[src/rtl/bcoal_ram.sv]
// Generic single-write, single-read RAM with registered read data.
`timescale 1ns / 1ps
module bcoal_ram #(
   parameter int WIDTH = 8,
   parameter int DEPTH = 32
) (
   input  logic                     clock,
   input  logic                     wr_en,
   input  logic [$clog2(DEPTH)-1:0] wr_addr,
   input  logic [WIDTH-1:0]         wr_data,
   input  logic [$clog2(DEPTH)-1:0] rd_addr,
   output logic [WIDTH-1:0]         rd_data
);

   logic [WIDTH-1:0] mem [DEPTH];

   always_ff @(posedge clock) begin
      if (wr_en) begin
         mem[wr_addr] <= wr_data;
      end
      rd_data <= mem[rd_addr];
   end

endmodule

[config.mk]
export PLATFORM = sky130hd
export DESIGN_NAME = bcoal_ram
export DESIGN_NICKNAME = d
export VERILOG_FILES = /design/src/rtl/bcoal_ram.sv
export SDC_FILE = /design/constraint.sdc
export NUM_CORES = 1
export LEC_CHECK = 0
export ABC_CLOCK_PERIOD_IN_PS = 2100
export BUFFER_PORTS_ARGS = -buffer_cell sky130_fd_sc_hd__buf_2
export CAP_MARGIN = 20
export CORE_MARGIN = 4
export CORE_UTILIZATION = 45
export CTS_CLUSTER_DIAMETER = 80
export DETAILED_ROUTE_END_ITERATION = 10
export HOLD_SLACK_MARGIN = 0.1
export PLACE_DENSITY_LB_ADDON = 0.1
export SETUP_SLACK_MARGIN = 0.3
export SKIP_LAST_GASP = 1
export SYNTH_ARGS = -nofsm -noshare
export SYNTH_HDL_FRONTEND = slang
export SYNTH_SLANG_ARGS = --single-unit
[constraint.sdc]
create_clock -name clock -period 2.1 [get_ports clock]
set_clock_uncertainty 0.15 [all_clocks]
set_input_delay 0.315 -clock clock [delete_from_list [all_inputs] [get_ports clock]]
set_output_delay 0.315 -clock clock [all_outputs]
set_load 0.005 [all_outputs]
==> results.md, run 1 <==
- Worst path arrival time: 2.24 ns
- Via density: 5.72
- Detail Placement HPWL: 14,000 µm
- Avg Cell Area, Syn: 24.1 µm²
- Initial Utilization: 45.9%
- First-pass GRT wire length: 32,400 µm
- Async SR Flop Fraction: 0%
- Worst Path Buf+Inv: 0
- Non-filler instance count after layout: 801
- Tot GR Track Use: 18.4%
- Final net count: 520
- Number of enable flip-flop cells after synthesis: 256
- H-tree levels: 1
- Synth area leader: edfxtp_1
- Yosys top cell area share: 76.5%
- # DRC: 0
- Worst hold path class: in2reg
- CTS clk-pin slew, worst paths: 0.06 ns
- Grt met3 use: 2.97%
- GP Congestion: 0.742
- FF-to-FF End: rd_data[3]
- Final Hold Fails: 0
- CTS Buf Count: 28
- Netlist cell types: 15
- Placed Instances: 749
- Gate power share: 5.3%
- Final setup fails: 0
- DR iter-0 viols: 434
- Overflow after GRT: 0
- Max-cap viol count: 0
- FP Rows: 54
- Sequential share of the synthesized area: 78.1%
- Final wirelength: 22,100 µm
- Clk pwr share: 42.7%
- Crit path time final: 1.97 ns
- Gate Count Post-Synth: 417
- Cell Pwr Density: 948 nW/µm²
- CTS tree: yes
- Sw frac: 20.2%
- Switching power: 2280 µW
- RSZ-0062 raised after global routing: true
- Ant diodes: 0
- Reg area: 7850 µm²
- M1 GR Usage: 28.8%
- Fmax: 508 MHz
- Top cells by count, synth: 256 x edfxtp_1, 80 x mux4_2, 33 x nor2_1, 8 x dfxtp_1, 8 x mux2_2
- Die width: 157 µm
- Met2 Resource Use GR: 28.0%
- Top cells by area, synth: edfxtp_1 76%, mux4_2 18%, dfxtp_1 1.6%, nor2_1 1.2%, mux2_2 0.90%
- Post-DR wirelength/cell: 27.5 µm
- GR peak layer: met1
- Root Buffer: clkbuf_16
- Post-place instance area: 11,000 µm²
- First-pass DRT Iterations: 4
- Most used cell, CP: mux4_2
- DR vias: 4,585
- Number of fill cells: 1,695
- CTS Buffer Depth: 3
- Tightest Pin Transition: 0.649 ns
- Vias in the first global route: 4,663
- Die Area: 24,800 µm²
- Crit-path slowest cell: mux4_2
- Worst setup margin: 0.132 ns
- CP Depth: 3
- Initial antenna violation count: 0
- Multi-input gate area: 2130 µm²
- Clock tree sinks: 264
- Post-CTS Repair Setup Buffers: 0
- Cell leakage power: 0.00384 µW
- Outcome: completed
- Critical R2R Launch: mem[13][3]
- Count leader, synth: edfxtp_1
- Layout Area Growth over Synthesis: 18.7%
- Ports: 28
- Worst Setup SP: mem[13][3]
- Hold_ws: 0.183 ns
- Core Region: 21,900 µm²
- Slew headroom: 56.8%
- Post-route ant nets: 0
- CP Launch Type: register
- Ratio of final minimum period to clock period: 93.7%
- Die Y: 157 µm
- Synth warn: 0
- Synth Flop Type: edfxtp_1
- Worst Reg-to-Reg Cells: 3
- Sequential share of power: 52.0%
- Peak per-stage delay on the critical path: 0.53 ns
- Dpl ws: -0.311 ns
- Delay-heaviest family, CP: multiplexers
- Crit path max fanout: 1
- Worst setup path end: rd_data[3]
- Final Max Slew Viols: 0
- Worst-skew pair later-pin latency: 0.53 ns
- WP data required: 2.37 ns
- Register bit total from synthesis: 264
- Largest net degree at the start of global routing: 33
- Worst ir drop on vdd: 584 µV
- Crit path kind: reg2reg
- Syn nets: 437
- Crit-path cells: mux4_2 -> mux4_2 -> mux2_4
- P_int: 9030 µW
- Setup crit end kind: register
- I/O Buffers: 27
- Cell Area, Synth: 10,100 µm²
- Worst reg2reg setup slack: 0.13 ns
- Final instance area: 11,900 µm²
- Layout cells sized above 1: 41.3%
## cell type report
cell class              count  share of cell area [%]
clock inverters            15                    1.06
repair buffers             73                    5.75
multi-input cells         133                    17.8
well taps                 280                    2.94
flip-flops and latches    264                    65.8
clock buffers              36                    6.64
## kinds of logic (layout without fill, tap and decap cells)
kind of cell | count (synthesis) | count (layout) | share of synthesized area [%]
buffers and inverters | 20 | 124 | 1.06
flip-flops | 264 | 264 | 78.1
multiplexers | 88 | 88 | 18.8
AND/OR/NAND/NOR | 45 | 45 | 2.07
## metal layers
layer / part of all wire [%] / wire length (µm)
met2: 47 / 10300
met3: 5.5 / 1210
met5: 0 / 0
met4: 1.5 / 334
met1: 46 / 10200
## sequential cells by signal, indices dropped and copies added, names as in the netlist
signal / cells
rd_data: 8
mem: 256
## worst min path at each step
| stage | to | slack (ns) | start | cells past startpoint |
|---|---|---|---|---|
| floorplan | mem[0][0] | 0.26 | wr_data[0] | 0 |
| global placement | rd_data[3] | 0.56 | rd_data[3] | 1 |
| detailed placement | rd_data[3] | 0.56 | rd_data[3] | 1 |
| CTS | mem[0][2] | 0.17 | wr_data[2] | 1 |
| global route | mem[0][2] | 0.20 | wr_data[2] | 1 |
| finish | mem[9][0] | 0.18 | wr_data[0] | 1 |
## timing repair
action / in CTS / in global routing
pin swaps: 0 / 0
hold endpoints to repair: 8 / 0
resized for setup: 1 / 1
hold buffers: 1 / 0
setup endpoints to repair: 8 / 8
## stage by stage
step           total power (µW)  util (%)  setup TNS (ns)
2_1_floorplan              6330         -               0
3_3_place_gp               6590      50.2           -1.93
3_5_place_dp               6610      50.2           -1.92
4_1_cts                   11400      54.5               0
5_1_grt                   11700      54.5               0
6_report                  11300      54.5               0
## cell usage in the layout, fill, tap and decap left out, drive strengths merged, types with 2 or more instances in the layout
cell type	count
bufinv	2
nand3	2
buf	72
clkinv	12
clkbuf	36
mux2	8
edfxtp	256
nor2	33
nand3b	5
dfxtp	8
mux4	80
or3b	3
## power by group through the flow
stage                     Combinational [µW]  Clock [µW]  Sequential (µW)
after floorplan                          340           0             5990
final                                    600        4830             5890
after detailed placement                 608           0             6000
after global placement                   599           0             5990
after global routing                     641        5180             5890
after CTS                                612        4920             5890
Power figures use the tool's default switching activity.
==> inputs of run 2 (changes only) <==
Settings changed: ABC_CLOCK_PERIOD_IN_PS 2100 to 1900.
Clock period 2.1 ns to 1.9 ns, I/O delays scaled along.
==> run 2 against run 1 <==
The run now ends with setup timing left. Cell count is 0.12% lower. Non-clock buffer count is 1 higher. Worst hold slack worse by 0.038 ns. Power is 8.7% higher. Flip-flop and latch count stayed put. Global-route usage is 0.073 points lower. Critical path depth stayed put. Combinational power is 15% higher.
==> results.md, run 2 (synthesis gave the netlist of run 1 again) <==
- Outcome: finished, violations left
- Failing checks: setup timing
- Layout cells sized above 1: 42.7%
- Final net count: 520
- Worst reg2reg setup slack: -0.09 ns
- Dpl ws: -0.491 ns
- Setup crit end kind: register
- Die Area: 24,800 µm²
- Ant diodes: 0
- Final Hold Fails: 0
- Crit path kind: reg2reg
- DR vias: 4,613
- Layout Area Growth over Synthesis: 19.0%
- Hold Path End: mem[21][6]
- Worst-skew pair later-pin latency: 0.53 ns
- Top reg by flops: mem
- Worst path arrival time: 2.26 ns
- Multi-input gate area: 2200 µm²
- Top Registers: mem x256, rd_data x8
- Post-place instance area: 11,100 µm²
- Number of fill cells: 1,702
- Max-cap viol count: 0
- Placed Instances: 750
- Initial antenna violation count: 0
- Worst ir drop on vdd: 818 µV
- Hold path depth: 1
- Vias in the first global route: 4,741
- Critical R2R Launch: mem[8][3]
- Most used cell, CP: mux4_2
- Max reg flops: 256
- Slew headroom: 58.1%
- Cell leakage power: 0.00382 µW
- Via density: 5.77
- Post-layout util: 54.7%
- Tightest Pin Transition: 0.629 ns
- CTS Buffer Depth: 3
- Worst setup margin: -0.0908 ns
- Ports: 28
- Initial Utilization: 45.9%
- Post-route ant nets: 0
- I/O Buffers: 27
- Commonest non-fill, non-tap cell in the layout: edfxtp_1
- Fin Setup TNS: -0.407 ns
- Non-filler instance count after layout: 800
- Clock tree sinks: 264
- CTS Buf Count: 27
- WP data required: 2.17 ns
- Final Max Slew Viols: 0
- Largest net degree at the start of global routing: 33
- CP Launch Type: register
- Final instance area: 12,000 µm²
- FP Rows: 54
- # DRC: 0
- Worst hold path class: in2reg
- Detail Placement HPWL: 13,900 µm
- Overflow after GRT: 0
- Worst Reg-to-Reg Cells: 3
- FF-to-FF End: rd_data[3]
- Crit-path cells: mux4_2 -> mux4_2 -> mux2_4
- DR iter-0 viols: 361
- Post-DR wirelength/cell: 27.3 µm
- Most frequent cells in the layout: 256 x edfxtp_1, 80 x mux4_2, 30 x buf_4
- First-pass GRT wire length: 32,700 µm
- Die width: 157 µm
- GP Congestion: 0.758
- CTS tree: yes
- Tot GR Track Use: 18.4%
- Crit path time final: 1.99 ns
- Crit-path slowest cell: mux4_2
- First-pass DRT Iterations: 5
- RSZ-0062 raised after global routing: true
- H-tree levels: 1
- Worst Path Buf+Inv: 0
- Die Y: 157 µm
- Delay-heaviest family, CP: multiplexers
- Core Region: 21,900 µm²
- Peak per-stage delay on the critical path: 0.56 ns
- CTS clk-pin slew, worst paths: 0.06 ns
- Cell Pwr Density: 1030 nW/µm²
- Crit path max fanout: 1
- Final wirelength: 21,800 µm
- Fmax: 502 MHz
- Final setup fails: 8
- Reg area: 7850 µm²
- Ratio of final minimum period to clock period: 105%
- Root Buffer: clkbuf_16
- Hold Startpoint: wr_data[6]
run 2: what timing repair did:
action / in CTS / in global routing
hold endpoints to repair: 8 / 0
endpoints found under the setup margin: 8 / 8
cloned: 0 / 0
setup buffers: 0 / 0
hold buffers: 1 / 0
resized for setup: 1 / 0
run 2: report_power, final:
group	internal, µW	total [µW]	switching (µW)
logic	320	692	372
registers	6480	6510	35.0
clock network	3020	5090	2070
total	9820	12300	2480
run 2: metal layers:
layer / up-vias / wire, µm / global-route usage, %
li1: 1948 / - / -
met1: 2474 / 10000 / 29.3
met2: 166 / 9970 / 27.2
met3: 25 / 1480 / 2.75
met4: 0 / 315 / 3.89
met5: - / 0 / 0
run 2: worst register-to-register path, cell delays in order, from the launching register on:
cell and delay (ns):
edfxtp_1 0.37, mux4_2 0.52, mux4_2 0.56, mux2_4 0.28
run 2: stage by stage:
stage	hold slack (ns)	power, µW
after detailed placement	0.562	7340
after global routing	0.173	12700
after floorplan	0.234	7000
final	0.145	12300
after CTS	0.128	12400
after global placement	0.567	7320
run 2: layout make-up:
cell class / count / area share [%]
flip-flops and latches: 264 / 65.6
multi-input cells: 133 / 18.4
clock buffers: 35 / 6.23
repair buffers: 74 / 5.90
well taps: 280 / 2.93
clock inverters: 14 / 0.994
run 2: worst max path at each step:
stage          depth (start not counted)       start          to  slack (ns)
5_1_grt                                3  mem[31][3]  rd_data[3]       -0.12
3_5_place_dp                           5  rd_addr[0]  rd_data[3]       -0.49
4_1_cts                                3   mem[8][3]  rd_data[3]       -0.09
3_3_place_gp                           5  rd_addr[0]  rd_data[6]       -0.49
6_report                               3   mem[8][3]  rd_data[3]       -0.09
2_1_floorplan                          5  rd_addr[0]  rd_data[0]       -0.13
